`config.mk`:
```
export PLATFORM = sky130hd
export DESIGN_NAME = byterun1_line_decoder_core_flat
export DESIGN_NICKNAME = d
export VERILOG_FILES = /design/src/design/br1_pkg.sv /design/src/design/br1_if.sv /design/src/design/br1_cfg_regs.sv /design/src/design/br1_step.sv /design/src/design/br1_out_buf.sv /design/src/design/byterun1_line_decoder_core.sv /design/src/flat_wrapper.sv
export SDC_FILE = /design/constraint.sdc
export NUM_CORES = 1
export LEC_CHECK = 0
export ABC_AREA = 1
export BUFFER_PORTS_ARGS = -buffer_cell sky130_fd_sc_hd__buf_2
export CAP_MARGIN = 20
export CELL_PAD_IN_SITES_DETAIL_PLACEMENT = 2
export CELL_PAD_IN_SITES_GLOBAL_PLACEMENT = 2
export CORE_MARGIN = 5
export CORE_UTILIZATION = 33
export DETAILED_ROUTE_END_ITERATION = 8
export PLACE_DENSITY = 0.88
export SLEW_MARGIN = 5
export SYNTH_ARGS = -nofsm -noshare
export SYNTH_HDL_FRONTEND = slang
export SYNTH_SLANG_ARGS = --single-unit
export TNS_END_PERCENT = 10
```
`constraint.sdc`:
```
create_clock -name clk_i -period 5.5 [get_ports clk_i]
set_input_delay 1.1 -clock clk_i [delete_from_list [all_inputs] [get_ports clk_i]]
set_output_delay 1.1 -clock clk_i [all_outputs]
set_load 0.02 [all_outputs]
```
`src/design/br1_pkg.sv`:
```
package br1_pkg;

  localparam logic [1:0] PH_CMD  = 2'd0;
  localparam logic [1:0] PH_LIT  = 2'd1;
  localparam logic [1:0] PH_REP  = 2'd2;
  localparam logic [1:0] PH_SKIP = 2'd3;

  localparam logic [1:0] CFG_MODE   = 2'd0;
  localparam logic [1:0] CFG_WIDTH  = 2'd1;
  localparam logic [1:0] CFG_HEIGHT = 2'd2;

  localparam logic        MODE_RESET   = 1'b1;
  localparam logic [15:0] WIDTH_RESET  = 16'd320;
  localparam logic [15:0] HEIGHT_RESET = 16'd200;

  typedef struct packed {
    logic        mode;
    logic [15:0] width;
    logic [15:0] height;
  } cfg_t;

  typedef struct packed {
    logic [7:0] data_byte;
    logic       restart;
  } in_item_t;

  typedef struct packed {
    logic [7:0]  pixel_value;
    logic [7:0]  run_length;
    logic [15:0] start_column;
    logic [15:0] line_index;
    logic        end_of_line;
    logic        end_of_image;
    logic        overrun;
  } out_item_t;

endpackage

```
`src/design/br1_if.sv`:
```
interface br1_in_if;
  import br1_pkg::*;
  logic       valid;
  logic       ready;
  logic [7:0] data_byte;
  logic       restart;
  modport source (output valid, output data_byte, output restart, input ready);
  modport sink (input valid, input data_byte, input restart, output ready);
endinterface

interface br1_out_if;
  import br1_pkg::*;
  logic        valid;
  logic        ready;
  logic [7:0]  pixel_value;
  logic [7:0]  run_length;
  logic [15:0] start_column;
  logic [15:0] line_index;
  logic        end_of_line;
  logic        end_of_image;
  logic        overrun;
  modport source (output valid, output pixel_value, output run_length, output start_column,
                  output line_index, output end_of_line, output end_of_image,
                  output overrun, input ready);
  modport sink (input valid, input pixel_value, input run_length, input start_column,
                input line_index, input end_of_line, input end_of_image,
                input overrun, output ready);
endinterface

interface br1_cfg_if;
  import br1_pkg::*;
  logic        valid;
  logic        ready;
  logic [1:0]  index;
  logic [15:0] wdata;
  modport source (output valid, output index, output wdata, input ready);
  modport sink (input valid, input index, input wdata, output ready);
endinterface

```
`src/design/br1_cfg_regs.sv`:
```
module br1_cfg_regs (
  input  logic          clk_i,
  input  logic          rst_ni,
  input  logic          wr_i,
  input  logic [1:0]    index_i,
  input  logic [15:0]   wdata_i,
  output br1_pkg::cfg_t cfg_o
);
  import br1_pkg::*;

  cfg_t cfg_q;

  always_ff @(posedge clk_i or negedge rst_ni) begin
    if (!rst_ni) begin
      cfg_q.mode   <= MODE_RESET;
      cfg_q.width  <= WIDTH_RESET;
      cfg_q.height <= HEIGHT_RESET;
    end else if (wr_i) begin
      unique case (index_i)
        CFG_MODE:   cfg_q.mode   <= wdata_i[0];
        CFG_WIDTH:  cfg_q.width  <= wdata_i;
        CFG_HEIGHT: cfg_q.height <= wdata_i;
        default: ;
      endcase
    end
  end

  assign cfg_o = cfg_q;
endmodule

```
`src/design/br1_step.sv`:
```
module br1_step (
  input  logic               clk_i,
  input  logic               rst_ni,
  input  br1_pkg::cfg_t      cfg_i,
  input  logic               accept_i,
  input  br1_pkg::in_item_t  item_i,
  output logic               res_valid_o,
  output br1_pkg::out_item_t res_o
);
  import br1_pkg::*;

  logic [1:0]  phase_q, phase_d, ph;
  logic [7:0]  rem_q, rem_d, rem, rem_dec;
  logic [15:0] col_q, col_d, col;
  logic [15:0] row_q, row_d, row;
  logic        done_q, done_d, done;

  logic        emit;
  logic [7:0]  len;
  logic        more;
  logic [15:0] room;
  logic [15:0] n;
  logic        over;
  logic        eol;
  logic        eoi;
  logic [7:0]  b;
  logic        in_skip;

  always_comb begin
    b       = item_i.data_byte;
    ph      = item_i.restart ? PH_CMD : phase_q;
    rem     = item_i.restart ? 8'd0 : rem_q;
    col     = item_i.restart ? 16'd0 : col_q;
    row     = item_i.restart ? 16'd0 : row_q;
    done    = item_i.restart ? 1'b0 : done_q;
    rem_dec = (rem != 8'd0) ? rem - 8'd1 : 8'd0;
    in_skip = (ph == PH_SKIP);

    emit = !done && !in_skip && (!cfg_i.mode || ph == PH_LIT || ph == PH_REP);
    len  = (cfg_i.mode && ph == PH_REP && rem != 8'd0) ? rem : 8'd1;
    more = cfg_i.mode && ph == PH_LIT && rem_dec != 8'd0;

    room = (col < cfg_i.width) ? cfg_i.width - col : 16'd1;
    over = {8'd0, len} > room;
    n    = over ? room : {8'd0, len};
    eol  = (n == room);
    if (eol && more) begin
      over = 1'b1;
    end
    eoi = eol && ({1'b0, row} + 17'd1 >= {1'b0, cfg_i.height});

    phase_d = ph;
    rem_d   = rem;
    col_d   = col;
    row_d   = row;
    done_d  = done;

    if (!done) begin
      if (in_skip) begin
        rem_d = rem_dec;
        if (rem_dec == 8'd0) begin
          phase_d = PH_CMD;
        end
      end else if (!cfg_i.mode) begin
        phase_d = PH_CMD;
        rem_d   = 8'd0;
        if (eol && !eoi && cfg_i.width[0]) begin
          phase_d = PH_SKIP;
          rem_d   = 8'd1;
        end
      end else begin
        case (ph)
          PH_CMD: begin
            if (!b[7]) begin
              phase_d = PH_LIT;
              rem_d   = b + 8'd1;
            end else if (b != 8'h80) begin
              phase_d = PH_REP;
              rem_d   = 8'(9'd257 - {1'b0, b});
            end
          end
          PH_LIT: begin
            rem_d = rem_dec;
            if (rem_dec == 8'd0) begin
              phase_d = PH_CMD;
            end else if (eol) begin
              phase_d = PH_SKIP;
            end
          end
          default: begin
            phase_d = PH_CMD;
            rem_d   = 8'd0;
          end
        endcase
      end

      if (emit) begin
        if (eol) begin
          col_d = 16'd0;
          if (eoi) begin
            done_d = 1'b1;
          end else begin
            row_d = row + 16'd1;
          end
        end else begin
          col_d = col + n;
        end
      end
    end
  end

  always_ff @(posedge clk_i or negedge rst_ni) begin
    if (!rst_ni) begin
      phase_q <= PH_CMD;
      rem_q   <= 8'd0;
      col_q   <= 16'd0;
      row_q   <= 16'd0;
      done_q  <= 1'b0;
    end else if (accept_i) begin
      phase_q <= phase_d;
      rem_q   <= rem_d;
      col_q   <= col_d;
      row_q   <= row_d;
      done_q  <= done_d;
    end
  end

  assign res_valid_o        = accept_i && emit;
  assign res_o.pixel_value  = b;
  assign res_o.run_length   = n[7:0];
  assign res_o.start_column = col;
  assign res_o.line_index   = row;
  assign res_o.end_of_line  = eol;
  assign res_o.end_of_image = eoi;
  assign res_o.overrun      = over;
endmodule

```
`src/design/br1_out_buf.sv`:
```
module br1_out_buf (
  input  logic               clk_i,
  input  logic               rst_ni,
  input  logic               push_i,
  input  br1_pkg::out_item_t item_i,
  output logic               space_o,
  output logic               valid_o,
  input  logic               ready_i,
  output br1_pkg::out_item_t item_o
);
  import br1_pkg::*;

  logic      out_valid_q;
  logic      skid_valid_q;
  out_item_t out_q;
  out_item_t skid_q;
  logic      pop;

  assign pop = out_valid_q && ready_i;

  always_ff @(posedge clk_i or negedge rst_ni) begin
    if (!rst_ni) begin
      out_valid_q  <= 1'b0;
      skid_valid_q <= 1'b0;
    end else if (skid_valid_q) begin
      if (pop) begin
        skid_valid_q <= 1'b0;
      end
    end else if (push_i) begin
      if (out_valid_q && !pop) begin
        skid_valid_q <= 1'b1;
      end else begin
        out_valid_q <= 1'b1;
      end
    end else if (pop) begin
      out_valid_q <= 1'b0;
    end
  end

  always_ff @(posedge clk_i) begin
    if (skid_valid_q) begin
      if (pop) begin
        out_q <= skid_q;
      end
    end else if (push_i) begin
      if (out_valid_q && !pop) begin
        skid_q <= item_i;
      end else begin
        out_q <= item_i;
      end
    end
  end

  assign space_o = !skid_valid_q;
  assign valid_o = out_valid_q;
  assign item_o  = out_q;
endmodule

```
`src/design/byterun1_line_decoder_core.sv`:
```
// Channel  Direction  Transfer carries
// in_i     sink       one body byte and its restart mark
// out_o    source     one decoded pixel or run with position and end marks
// cfg_i    sink       register index and write data
//
// Takes one byte per cycle while the output buffer has room; results are registered.
// The decode state updates in a single pass of logic, and a two-entry output
// buffer holds results, so input stalls only when both entries are full.
// Reset clears the decode state and loads the register reset values.
// Configuration writes are always accepted.
module byterun1_line_decoder_core (
  input  logic clk_i,
  input  logic rst_ni,
  br1_in_if.sink    in_i,
  br1_out_if.source out_o,
  br1_cfg_if.sink   cfg_i
);
  import br1_pkg::*;

  cfg_t      cfg;
  in_item_t  item;
  out_item_t res;
  out_item_t res_buf;
  logic      accept;
  logic      res_valid;
  logic      space;

  assign cfg_i.ready    = 1'b1;
  assign item.data_byte = in_i.data_byte;
  assign item.restart   = in_i.restart;
  assign in_i.ready     = space;
  assign accept         = in_i.valid && space;

  br1_cfg_regs u_cfg (
    .clk_i   (clk_i),
    .rst_ni  (rst_ni),
    .wr_i    (cfg_i.valid),
    .index_i (cfg_i.index),
    .wdata_i (cfg_i.wdata),
    .cfg_o   (cfg)
  );

  br1_step u_step (
    .clk_i       (clk_i),
    .rst_ni      (rst_ni),
    .cfg_i       (cfg),
    .accept_i    (accept),
    .item_i      (item),
    .res_valid_o (res_valid),
    .res_o       (res)
  );

  br1_out_buf u_buf (
    .clk_i   (clk_i),
    .rst_ni  (rst_ni),
    .push_i  (res_valid),
    .item_i  (res),
    .space_o (space),
    .valid_o (out_o.valid),
    .ready_i (out_o.ready),
    .item_o  (res_buf)
  );

  assign out_o.pixel_value  = res_buf.pixel_value;
  assign out_o.run_length   = res_buf.run_length;
  assign out_o.start_column = res_buf.start_column;
  assign out_o.line_index   = res_buf.line_index;
  assign out_o.end_of_line  = res_buf.end_of_line;
  assign out_o.end_of_image = res_buf.end_of_image;
  assign out_o.overrun      = res_buf.overrun;
endmodule

```
`src/flat_wrapper.sv`:
```
// flat-port wrapper written by rule: the top's interface ports become plain ports
module byterun1_line_decoder_core_flat import br1_pkg::*;
  (clk_i, rst_ni, in_i_valid, in_i_data_byte, in_i_restart, in_i_ready, out_o_valid, out_o_pixel_value, out_o_run_length, out_o_start_column, out_o_line_index, out_o_end_of_line, out_o_end_of_image, out_o_overrun, out_o_ready, cfg_i_valid, cfg_i_index, cfg_i_wdata, cfg_i_ready);
  br1_in_if in_i_i ();
  br1_out_if out_o_i ();
  br1_cfg_if cfg_i_i ();
  input  logic clk_i;
  input  logic rst_ni;
  input wire logic [$bits(in_i_i.valid)-1:0] in_i_valid;
  input wire logic [$bits(in_i_i.data_byte)-1:0] in_i_data_byte;
  input wire logic [$bits(in_i_i.restart)-1:0] in_i_restart;
  output wire logic [$bits(in_i_i.ready)-1:0] in_i_ready;
  output wire logic [$bits(out_o_i.valid)-1:0] out_o_valid;
  output wire logic [$bits(out_o_i.pixel_value)-1:0] out_o_pixel_value;
  output wire logic [$bits(out_o_i.run_length)-1:0] out_o_run_length;
  output wire logic [$bits(out_o_i.start_column)-1:0] out_o_start_column;
  output wire logic [$bits(out_o_i.line_index)-1:0] out_o_line_index;
  output wire logic [$bits(out_o_i.end_of_line)-1:0] out_o_end_of_line;
  output wire logic [$bits(out_o_i.end_of_image)-1:0] out_o_end_of_image;
  output wire logic [$bits(out_o_i.overrun)-1:0] out_o_overrun;
  input wire logic [$bits(out_o_i.ready)-1:0] out_o_ready;
  input wire logic [$bits(cfg_i_i.valid)-1:0] cfg_i_valid;
  input wire logic [$bits(cfg_i_i.index)-1:0] cfg_i_index;
  input wire logic [$bits(cfg_i_i.wdata)-1:0] cfg_i_wdata;
  output wire logic [$bits(cfg_i_i.ready)-1:0] cfg_i_ready;
  assign in_i_i.valid = in_i_valid;
  assign in_i_i.data_byte = in_i_data_byte;
  assign in_i_i.restart = in_i_restart;
  assign in_i_ready = in_i_i.ready;
  assign out_o_valid = out_o_i.valid;
  assign out_o_pixel_value = out_o_i.pixel_value;
  assign out_o_run_length = out_o_i.run_length;
  assign out_o_start_column = out_o_i.start_column;
  assign out_o_line_index = out_o_i.line_index;
  assign out_o_end_of_line = out_o_i.end_of_line;
  assign out_o_end_of_image = out_o_i.end_of_image;
  assign out_o_overrun = out_o_i.overrun;
  assign out_o_i.ready = out_o_ready;
  assign cfg_i_i.valid = cfg_i_valid;
  assign cfg_i_i.index = cfg_i_index;
  assign cfg_i_i.wdata = cfg_i_wdata;
  assign cfg_i_ready = cfg_i_i.ready;
  byterun1_line_decoder_core u_core (.clk_i(clk_i), .rst_ni(rst_ni), .in_i(in_i_i), .out_o(out_o_i), .cfg_i(cfg_i_i));
endmodule
```
Word level (Yosys, flattened, before mapping)
Index checks and enable logic that the tools add are counted.
- word-level logic and storage cells: 129
- bits of input ports: 32
- bits in registers: 180
- reductions and logical operators: 35
- add/sub/neg operators: 7
- $lt $le $gt $ge: 3
- bitwise logic cells: 1
- equality and inequality tests: 10
- muxes and demuxes: 49
- operators by type and width (cell ; number):
    2-to-1 mux 51 bit ; 4
    2-to-1 mux 16 bit ; 11
    2-to-1 mux 8 bit ; 8
    2-to-1 mux 2 bit ; 10
    adder 16 x 1 -> 17 bit (second input constant) ; 1
    greater-or-equal comparator 17 x 16 -> 1 bit ; 1
    adder 16 x 1 -> 16 bit (second input constant) ; 1
    adder 16 bit ; 1
    equality test 16 bit ; 1
    greater-than comparator 8 x 16 -> 1 bit ; 1
    less-than comparator 16 bit ; 1
    case mux 8 bit (2 select lines) ; 1
    nonzero test 8 bit ; 2
    subtractor 16 bit ; 1
    logical AND 1 bit ; 14
    2-to-1 mux 1 bit ; 14
    AND reduction 3 bit ; 3
    adder 8 x 1 -> 8 bit (second input constant) ; 1
    zero test 8 bit ; 1
    != test 8 bit (second input constant) ; 1
    subtractor 1 x 8 -> 8 bit (first input constant) ; 1
    subtractor 8 x 1 -> 8 bit (second input constant) ; 1
    equality test 2 bit (second input constant) ; 3
    zero test 1 bit ; 6
    other kinds (9) ; 16

Logic depth before layout (Yosys ltp)
Gate-level depths: netlist (run 1).
- depth after elaboration: 16
- gate-level depth with buffers: 46

Cells and area by module
A second synthesis (run 1) with hierarchy kept.
- cell total of the unflattened synthesis: 1523
- area, all modules: 11992.8 sq um
- by module, submodules not included (module ; times used ; cells each ; area an instance (sq um) ; sequential area each (sq um)):
    br1_step ; 1 ; 1085 ; 6453.7 ; 1076.0
    br1_out_buf ; 1 ; 284 ; 3860.0 ; 3113.0
    br1_cfg_regs ; 1 ; 150 ; 1660.3 ; 833.3
    byterun1_line_decoder_core ; 1 ; 4 ; 18.8 ; 0.0

Least setup slack after synthesis (run 1)
OpenSTA, ideal clock, no wires.
- kind: input -> register
- start: input port in_i_restart
- end: register u_core.u_step.col_q[14]
- arrival: 6.689 ns
- path slack: -1.255 ns
- path buffers: 5
- required time: 5.434 ns
- stages on the path: 43
- cells stage by stage: buf_2 buf_1 buf_1 nor2_1 inv_1 ha_1 nand2_1 nor2_2 nand2_2 clkinv_1 nand2_2 nand2_2 o21ai_4 or2_2 ha_1 and3_1 nand2_1 a21oi_1 (+7 left out) inv_1 fa_1 inv_1 a31oi_1 o21ai_0 nand2_1 nand2_1 nand2_1 nand2_1 a21oi_1 o21bai_1 nand2_1 nand2_1 a21oi_1 xor2_1 o21ai_0 nand2_1 nand2_1
- RTL lines (what ; RTL line ; source):
    start, declared ; flat_wrapper.sv:11 ; input wire logic [$bits(in_i_i.restart)-1:0] in_i_restart;
    end signal, assigned ; br1_step.sv:122 ; col_q <= col_d;
    end, declared ; br1_step.sv:14 ; logic [15:0] col_q, col_d, col;

==> reports/metrics.cfg, run 1 <==
[flow_run]
cap_violations = 0

[sta]
slew_headroom = 0.316
slew_violations = 0
timing.fmax_mhz = 146
fin_ws_ns = -1.35
holdWs_ns = 0.513
finalHoldViolCount = 0
setup_viol = 35
post-route-min-period_ns = 6.85
timing.final.crit_share = 1.25
rsz0062_at_grt = yes
worst_pin_slew_ns = 1.03
fin_skew_ns = 0.0190

[critical_path]
cp_common_cell = nand2_1
r2r-start = u_core.u_cfg.cfg_o[16]$_DFFE_PN0P_
cp_max_fo = 7
crit_type = input pin to register
critPathRequiredTime_ns = 5.85
end_kind = register
cp_slowest_cell = fa_2
slowest_delay_ns = 0.40
arrival_ns = 7.20
cp-startpoint = in_i_restart
cp-start-kind = input pin

[clock_network]
cts.sinks = 180
cts_htree_levels = 4
cts_max_path_buffers = 2
numCtsBuffers = 17
clk_latency_ns = 0.47
path_clk_slew_ns = 0.09
cts_tree = built
cts_root_buffer = clkbuf_16

[power]
p_leak_nw = 7.10
power.density_nw_per_um2 = 547
ir_worst_vdd_mv = 0.227
total_power_mw = 8.24

[outcome]
outcome = complete, but fails checks
violations = setup timing

[yosys]
ys_ff_latch = 180
async_flop_share = 0.433
synth_commonest_cells = nand2_1, inv_1, o21ai_0
syn_area_um2 = 11200
yosysMostFrequentCell = nand2_1
synth.top_cell.area_share = 0.274
yosys.area.top_type = edfxtp_1
synth_ff_type = edfxtp_1
yosysSeqAreaShare = 0.450
postSynthAreaPerCell_um2 = 7.91
synth-edff-count = 102
yosys-top-cells-area = edfxtp_1, dfrtp_1, nand2_1, inv_1, ha_1
ys_warn_count = 0
syn_inst = 1412
synth_cell_types = 59

[placed_design]
hpwl_mm = 36.5
pre_cts_slack_ns = -1.37
placed_area_um2 = 13700
gp_congestion = 0.926
port_buffers = 84

[global_route]
grt_max_degree = 92
grt_usage = 0.302
grt-ovfl-total = 0
grt_pass1_vias = 13900
antenna_found_initial = 2
grt_pass1_wl_mm = 86.9

[drt]
first_pass_iters = 5
antenna_left = 0
drtIter0Drc = 966
vias = 12200
wl_per_cell_um = 28.7
remaining_drc_errors = 0
wl_mm = 61.9
routed_via_density = 5.67

[floorplanning]
fp.dieW_um = 194
dieArea_um2 = 37600
fp.dieH_um = 194
rows = 67
core-area_um2 = 33400
ios = 86
initial_core_util = 0.334

[final_layout]
area_growth_pct = 35.1
final_cell_area_um2 = 15100
utilization = 0.451
seq_area_um2 = 5020
drive_above_1_share = 0.304
nets = 1792
fillCellCount = 3682
diodes = 0
multiInputGateArea_um2 = 5830

[worst_hold_path]
hp-start = u_core.u_cfg.cfg_o[10]$_DFFE_PN0P_
holdCritPathClass = register to register

==> repair_timing <==
item,4_1_cts,5_1_grt
hold endpoints to repair,0,0
pin swaps,18,42
buffers inserted,14,19
gates cloned,1,0
hold buffers,0,0
endpoints found under the setup margin,20,39
resized for setup,61,78
==> per-layer routing <==
layer / GRT usage / vias up / part of all wire
met4: 0.160 / 4 / 0.066
met2: 0.552 / 606 / 0.50
met5: 0 / - / 0.00047
met1: 0.334 / 6229 / 0.37
met3: 0.0528 / 258 / 0.057
li1: - / 5142 / -
==> power by group <==
group / leakage [nW] / total, mW / switching [mW] / internal (mW)
clock: 0.299 / 1.35 / 0.707 / 0.640
sequential: 1.93 / 2.13 / 0.229 / 1.90
combinational: 4.87 / 4.77 / 3.12 / 1.65
==> cells by family (layout without fill, tap and decap cells) <==
kind of cell | after synthesis | in the layout | synth area share
simple gates | 603 | 603 | 0.231
buf+inv | 277 | 568 | 0.0958
compound gates | 257 | 257 | 0.127
flops | 180 | 180 | 0.450
fa+ha+maj | 64 | 64 | 0.0731
xor+xnor | 29 | 29 | 0.0227
other cells | 2 | 8 | 0.000673
==> final cells by class <==
class                      count  share of cell area
clock buffer                  18              0.0299
sequential                   180               0.333
clock inverter                14             0.00987
timing repair buffer         297               0.143
multi-input combinational    961               0.387
tap                          448              0.0372
inverter                     239              0.0607
==> critical path, delay by kind of cell <==
| family | cells | cell delay, ns |
|---|---|---|
| compound gates | 10 | 1.52 |
| buf+inv | 7 | 0.81 |
| simple gates | 19 | 2.25 |
| xor+xnor | 1 | 0.29 |
| fa+ha+maj | 4 | 1.19 |
==> registers in the layout (all words and copies together) (netlist names) <==
register / cells
u_core.u_step.phase_q: 2
u_core.u_cfg.cfg_o: 33
u_core.u_buf.valid_o: 1
u_core.u_step.done_q: 1
u_core.u_buf.item_o: 51
u_core.u_buf.skid_valid_q: 1
u_core.u_step.row_q: 16
u_core.u_step.col_q: 16
u_core.u_buf.skid_q: 51
u_core.u_step.rem_q: 8
==> path summary, 6_finish.rpt <==
check                                                      end  slack [ns]  cells past startpoint
setup / recovery           u_core.u_step.col_q[14]$_DFFE_PN0P_       -1.35                     41
hold / removal              u_core.u_cfg.cfg_o[10]$_DFFE_PN0P_        0.51                      2
setup reg to reg           u_core.u_step.col_q[14]$_DFFE_PN0P_       -0.99                     40
hold reg to reg             u_core.u_cfg.cfg_o[10]$_DFFE_PN0P_        0.51                      2
max in group asynchronous  u_core.u_step.col_q[15]$_DFFE_PN0P_        3.82                      2
min in group asynchronous   u_core.u_step.row_q[7]$_DFFE_PN0P_        0.63                      1
==> metrics by stage <==
| step | instances | setup TNS, ns |
|---|---|---|
| floorplan | 1418 | -1.78 |
| global placement | 2090 | -4.59 |
| detailed placement | 2090 | -19.73 |
| CTS | 2137 | -5.02 |
| global route | 2157 | -16.52 |
| finish | 2157 | -11.48 |
==> layout by cell type (no fill, tap or decap), types with 12 or more instances in the layout <==
cell,count
ha_1,39
nand2_2,27
buf_2,82
clkbuf_16,19
buf_4,200
edfxtp_1,102
o21ai_0,111
nand4_1,12
xor2_1,20
o21ai_1,18
nand3_1,55
inv_2,29
nor2_1,92
nor2_2,17
nor2_4,20
a21oi_1,64
nand2_1,330
ha_4,20
dfrtp_1,71
inv_1,202
Power figures use the tool's default switching activity.
==> run 2: changes to the inputs <==
--- a/config.mk
+++ b/config.mk
@@ -13,7 +13,9 @@
 export CORE_MARGIN = 5
 export CORE_UTILIZATION = 33
 export DETAILED_ROUTE_END_ITERATION = 8
+export GPL_TIMING_DRIVEN = 0
 export PLACE_DENSITY = 0.88
+export RECOVER_POWER = 100
 export SLEW_MARGIN = 5
 export SYNTH_ARGS = -nofsm -noshare
 export SYNTH_HDL_FRONTEND = slang
==> run 2 against run 1 <==
  * The flow finishes with violations (capacitance limit, slew limit, setup timing)
  * Utilization decreased by 1.9 points
  * Clock skew increased by 0.0063 ns
  * Clock power decreased by 4%
  * First-iteration DRC count decreased by 7.3%
  * Register-to-register slack improved by 0.05 ns
  * Power decreased by 5.7%
  * Fmax decreased by 1.8%
  * Sequential power about the same
  * Largest cell class unchanged
  * Largest power group unchanged
==> reports/metrics.cfg, run 2 (synthesized netlist as in run 1, its figures left out) <==
[outcome]
outcome = complete, but fails checks
violations = capacitance limit, slew limit, setup timing

[final_layout]
multiInputGateArea_um2 = 5920  ; +1.5%
layout_common_cells = nand2_1, inv_1, o21ai_0
drive_above_1_share = 0.244  ; -0.0606
final_common_cell = nand2_1
fillCellCount = 3683  ; +0.027%
diodes = 0  ; unchanged
nets = 1708  ; -4.7%
area_growth_pct = 29.4
seq_area_um2 = 5020  ; about the same
utilization = 0.432  ; -0.0187
instances_no_fill = 2073  ; -3.9%

[critical_path]
end_kind = register
cp-start-kind = input pin
arrival_ns = 7.41  ; +0.21 ns
r2r_cells = 38  ; -5.0%
crit_type = input pin to register
critPathRequiredTime_ns = 5.93  ; +0.08 ns
cp_max_fo = 8  ; +1
slowest_delay_ns = 0.39  ; about the same
cp_common_cell = nand2_1
cp_slowest_cell = fa_2

[global_route]
antenna_found_initial = 0  ; -2
grt_max_degree = 45  ; -51%
grt_pass1_wl_mm = 81.2  ; -6.5%
grt_usage = 0.279  ; -0.0228
grt-ovfl-total = 0  ; unchanged
grt_pass1_vias = 12700  ; -8.2%

[sta]
timing.fmax_mhz = 143  ; -1.8%
slew_violations = 35  ; +35
finalHoldViolCount = 0  ; unchanged
worst_pin_slew_ns = 2.74  ; +1.71 ns
slew_headroom = -0.826  ; -1.14
rsz0062_at_grt = yes
setup_viol = 37  ; +5.7%
timing.final.crit_share = 1.27  ; +0.0232
fin_ws_ns = -1.48  ; -0.128 ns
fin_skew_ns = 0.0253  ; +0.00634 ns
post-route-min-period_ns = 6.98  ; +0.128 ns

[placed_design]
dp.cells = 1954  ; -6.5%
hpwl_mm = 32.4  ; -11%
port_buffers = 84  ; unchanged
pre_cts_slack_ns = -2.33  ; -0.953 ns
gp_congestion = 0.819  ; -12%

[floorplanning]
ios = 86  ; unchanged
fp.dieW_um = 194  ; unchanged
rows = 67  ; unchanged
initial_core_util = 0.334  ; unchanged
core-area_um2 = 33400  ; unchanged
fp.dieH_um = 194  ; unchanged
dieArea_um2 = 37600  ; unchanged

[drt]
vias = 11800  ; -3.7%
routed_via_density = 5.69  ; +0.23%
drtIter0Drc = 895  ; -7.3%
remaining_drc_errors = 0  ; unchanged
wl_per_cell_um = 28.1  ; -2.2%
wl_mm = 58.2  ; -6.0%
antenna_left = 0  ; unchanged
first_pass_iters = 5  ; unchanged

[clock_network]
cts.sinks = 180  ; unchanged
cts_htree_levels = 4  ; unchanged
cts_tree = built
cts_max_path_buffers = 2  ; unchanged
numCtsBuffers = 17  ; unchanged
cts_root_buffer = clkbuf_16
clk_latency_ns = 0.49  ; +0.02 ns
path_clk_slew_ns = 0.10  ; about the same

[power]
ir_worst_vdd_mv = 0.272  ; +20%
p_leak_nw = 6.58  ; -7.3%
total_power_mw = 7.78  ; -5.7%
power.density_nw_per_um2 = 538  ; -1.6%

[worst_hold_path]
min_path_cells = 2  ; unchanged
holdCritPathClass = register to register

[flow_run]
cap_violations = 1  ; +1

-- run 2: cell types whose count changed in the layout (fill, tap and decap cells not counted), moves of 4 or more --
cell      change
buf_2         -6
clkbuf_1     +35
nor2_2        -6
nor2_1        +5
buf_16        +4
nand2_2       -4
buf_4       -116
o21ai_0       -4
-- run 2: final cells by class --
class,instances,share of cell area
clock inverter,15,0.00970
sequential,180,0.347
clock buffer,17,0.0294
timing repair buffer,175,0.0833
buffer,38,0.0182
inverter,239,0.0636
tap,448,0.0388
multi-input combinational,961,0.410
-- run 2: final timing paths --
path / to / slack (ns) / startpoint
max: u_core.u_step.col_q[14]$_DFFE_PN0P_ / -1.48 / in_i_restart
min: u_core.u_cfg.cfg_o[8]$_DFFE_PN0P_ / 0.50 / u_core.u_cfg.cfg_o[8]$_DFFE_PN0P_
max reg2reg: u_core.u_step.col_q[14]$_DFFE_PN0P_ / -0.94 / u_core.u_step.col_q[7]$_DFFE_PN0P_
min reg2reg: u_core.u_cfg.cfg_o[8]$_DFFE_PN0P_ / 0.50 / u_core.u_cfg.cfg_o[8]$_DFFE_PN0P_
max in group asynchronous: u_core.u_step.rem_q[5]$_DFFE_PN0P_ / 2.45 / rst_ni
min in group asynchronous: u_core.u_step.row_q[7]$_DFFE_PN0P_ / 1.48 / rst_ni
-- run 2: routing by layer --
metal  global-route usage  wire, µm  vias up  share of wire
li1                     -         -     4984              -
met2                0.507     29600      552           0.51
met3               0.0464      2840      213          0.049
met5                    0         0        -              0
met4                0.122      3530        0          0.061
met1                0.323     22200     6040           0.38
-- run 2: what timing repair did --
item	CTS	global route
gates resized for setup	79	76
pin swaps	49	49
setup buffers	47	38
hold buffers	0	0
cloned	3	0
setup endpoints to repair	41	41
-- run 2: report_power, final --
group | switching, mW | internal [mW] | leakage [nW] | total [mW]
Sequential | 0.225 | 1.89 | 1.93 | 2.12
Clock | 0.693 | 0.601 | 0.270 | 1.29
Combinational | 2.95 | 1.42 | 4.38 | 4.36
-- run 2: critical path, delay by kind of cell --
| family | cells | cell delay (ns) |
|---|---|---|
| fa+ha+maj | 4 | 1.21 |
| xor+xnor | 1 | 0.17 |
| compound gates | 11 | 1.74 |
| simple gates | 18 | 2.02 |
| buf+inv | 9 | 1.11 |
-- run 2: metrics by stage --
stage | TNS (ns) | instance area (µm²) | hold WS, ns
2_1_floorplan | -1.78 | 11500 | 0.449
3_3_place_gp | -207.55 | 12500 | 0.463
3_5_place_dp | -46.12 | 12600 | 0.473
4_1_cts | -4.64 | 13900 | 0.498
5_1_grt | -24.41 | 14500 | 0.525
6_report | -19.49 | 14500 | 0.497
==> run 3: changes to the inputs <==
--- a/config.mk
+++ b/config.mk
@@ -16,8 +16,10 @@
 export GPL_TIMING_DRIVEN = 0
 export PLACE_DENSITY = 0.88
 export RECOVER_POWER = 100
+export SKIP_CTS_REPAIR_TIMING = 1
 export SLEW_MARGIN = 5
 export SYNTH_ARGS = -nofsm -noshare
 export SYNTH_HDL_FRONTEND = slang
+export SYNTH_HIERARCHICAL = 1
 export SYNTH_SLANG_ARGS = --single-unit
 export TNS_END_PERCENT = 10
==> run 3 against run 2 <==
  * Sequential power fell by 2%
  * Sequential share of layout area decreased by 1.9 points
  * Design area increased by 5.8%
  * Die area up 7.0%
  * Clock power about the same
  * The flow finishes with violations (setup timing)
  * Combinational power down 3%
  * Critical path type unchanged
  * Flip-flop and latch count unchanged
==> reports/metrics.cfg, run 3 <==
[global_route]
grt_pass1_vias = 12300  ; -3.6%
grt_usage = 0.222  ; -0.0569
grt_max_degree = 58  ; +29%
grt-ovfl-total = 0  ; unchanged
grt_pass1_wl_mm = 70.8  ; -13%
antenna_found_initial = 0  ; unchanged

[critical_path]
r2r_cells = 38  ; unchanged
critPathRequiredTime_ns = 5.84  ; -0.09 ns
end_kind = register
cp_max_fo = 8  ; unchanged
cp-startpoint = in_i_restart
cp-start-kind = input pin
slowest_delay_ns = 0.37  ; -0.02 ns
cp_common_cell = nand2_2
r2r-start = u_core/u_step/col_q[6]$_DFFE_PN0P_
cp_slowest_cell = a21oi_1
crit_type = input pin to register
arrival_ns = 6.92  ; -0.49 ns

[sta]
timing.final.crit_share = 1.20  ; -0.0717
fin_ws_ns = -1.08  ; +0.394 ns
fin_skew_ns = 0.0170  ; -0.00831 ns
rsz0062_at_grt = yes
fin_tns_setup_ns = -10.05  ; +9.44 ns
worst_pin_slew_ns = 1.46  ; -1.28 ns
timing.fmax_mhz = 152  ; +6.0%
slew_violations = 0  ; -100%
finalHoldViolCount = 0  ; unchanged
setup_viol = 35  ; -5.4%
post-route-min-period_ns = 6.58  ; -0.394 ns
slew_headroom = 0.0242  ; +0.851

[yosys]
synth_top_family_by_area = simple AND/OR/NAND/NOR gates
syn_inst = 1523  ; +7.9%
yosysSeqAreaShare = 0.419  ; -0.0310
synth_commonest_cells = nand2_1, inv_1, nor2_1
yosys.area_share.simple = 0.303  ; +0.0719
syn_area_um2 = 12000  ; +7.4%
synth-xor-area-share = 0.0226  ; -0.000108
yosysMostFrequentCell = nand2_1
synth_ff_type = edfxtp_1
synth_compound_area_frac = 0.0824  ; -0.0447
postSynthAreaPerCell_um2 = 7.87  ; -0.42%
synth-edff-count = 102  ; unchanged
synth_adder_area_share = 0.0680  ; -0.00504
async_flop_share = 0.433  ; unchanged
synth_cell_types = 54  ; -8.5%
synth.top_cell.area_share = 0.255  ; -0.0189
ys_warn_count = 6  ; +6
synthMuxAreaShare = 0  ; unchanged
yosys.area.top_type = edfxtp_1
yosys-top-cells-area = edfxtp_1, dfrtp_1, nand2_1, inv_1, ha_1
ys_ff_latch = 180  ; unchanged

[final_layout]
instances_no_fill = 2181  ; +5.2%
layout_common_cells = nand2_1, inv_1, nor2_1
nets = 1803  ; +5.6%
area_growth_pct = 27.5
fillCellCount = 3913  ; +6.2%
multiInputGateArea_um2 = 6630  ; +12%
seq_area_um2 = 5020  ; unchanged
utilization = 0.428  ; -0.00445
drive_above_1_share = 0.264  ; +0.0203
final_common_cell = nand2_1
diodes = 0  ; unchanged

[floorplanning]
initial_core_util = 0.336  ; +0.00172
ios = 86  ; unchanged
fp.dieH_um = 201  ; +3.4%
fp.dieW_um = 201  ; +3.4%
core-area_um2 = 35700  ; +6.9%
dieArea_um2 = 40300  ; +7.0%
rows = 69  ; +3.0%

[clock_network]
cts_tree = built
cts_max_path_buffers = 2  ; unchanged
cts_root_buffer = clkbuf_16
numCtsBuffers = 17  ; unchanged
cts_htree_levels = 4  ; unchanged
clk_latency_ns = 0.47  ; -0.02 ns
path_clk_slew_ns = 0.08  ; -0.02 ns
cts.sinks = 180  ; unchanged

[power]
power.density_nw_per_um2 = 497  ; -7.7%
total_power_mw = 7.60  ; -2.3%
ir_worst_vdd_mv = 0.217  ; -20%
p_leak_nw = 7.25  ; +10%

[drt]
wl_per_cell_um = 25.4  ; -9.3%
routed_via_density = 5.47  ; -3.8%
wl_mm = 55.5  ; -4.6%
drtIter0Drc = 799  ; -11%
antenna_left = 0  ; unchanged
remaining_drc_errors = 0  ; unchanged
vias = 11900  ; +1.2%
first_pass_iters = 5  ; unchanged

[worst_hold_path]
min_path_cells = 2  ; unchanged
hp-start = u_core/u_cfg/cfg_o[15]$_DFFE_PN0P_
holdCritPathClass = register to register

[placed_design]
dp.cells = 2075  ; +6.2%
port_buffers = 81  ; -3.6%
gp_congestion = 0.860  ; +5.0%
hpwl_mm = 34.4  ; +6.3%
pre_cts_slack_ns = -2.17  ; +0.159 ns

[outcome]
violations = setup timing
outcome = complete, but fails checks

[flow_run]
cap_violations = 0  ; -1

run 3: worst paths after layout:
path / endpoint / slack (ns)
hold reg to reg: u_core/u_cfg/cfg_o[15]$_DFFE_PN0P_ / 0.48
hold / removal: u_core/u_cfg/cfg_o[15]$_DFFE_PN0P_ / 0.48
setup reg to reg: u_core/u_step/col_q[12]$_DFFE_PN0P_ / -0.65
max in group asynchronous: u_core/u_step/rem_q[2]$_DFFE_PN0P_ / 3.51
min in group asynchronous: u_core/u_cfg/cfg_o[30]$_DFFE_PN0P_ / 0.97
setup / recovery: u_core/u_step/col_q[12]$_DFFE_PN0P_ / -1.08
run 3: per-stage QoR:
stage / area (µm²) / hold slack (ns)
final: 15300 / 0.484
after global routing: 15300 / 0.504
after CTS: 13900 / 0.486
after detailed placement: 13300 / 0.462
after global placement: 13200 / 0.457
after floorplan: 12200 / 0.442
run 3: area by class of cell:
type	instances	area share
multi-input combinational	1075	0.434
sequential	180	0.329
timing repair buffer	160	0.0746
inverter	218	0.0557
tap	461	0.0377
buffer	55	0.0313
clock buffer	18	0.0281
clock inverter	14	0.00999
run 3: kinds of logic (layout without fill, tap and decap cells):
| logic type | Yosys count | in the layout |
|---|---|---|
| AOI/OAI and AO/OA | 172 | 172 |
| xor gates and xnor gates | 31 | 31 |
| adders and majority gates | 64 | 64 |
| buffers and inverters | 274 | 465 |
| DFF | 180 | 180 |
| other | 2 | 8 |
| and+or+nand+nor | 800 | 800 |
run 3: worst max-delay path, delay by kind of cell:
kind | cells | cell delay, ns
and+or+nand+nor | 17 | 1.88
adders and majority gates | 3 | 0.82
AOI/OAI and AO/OA | 10 | 1.88
buffers and inverters | 10 | 1.24
run 3: per-layer routing:
metal	track usage	part of all wire
met5	0	0
met4	0.0681	0.042
met3	0.0378	0.038
met2	0.400	0.52
met1	0.272	0.40
run 3: power breakdown:
group	total (mW)	switching [mW]	internal [mW]
registers	2.07	0.198	1.87
logic	4.24	2.82	1.42
clock network	1.29	0.616	0.676
total	7.60	3.63	3.97
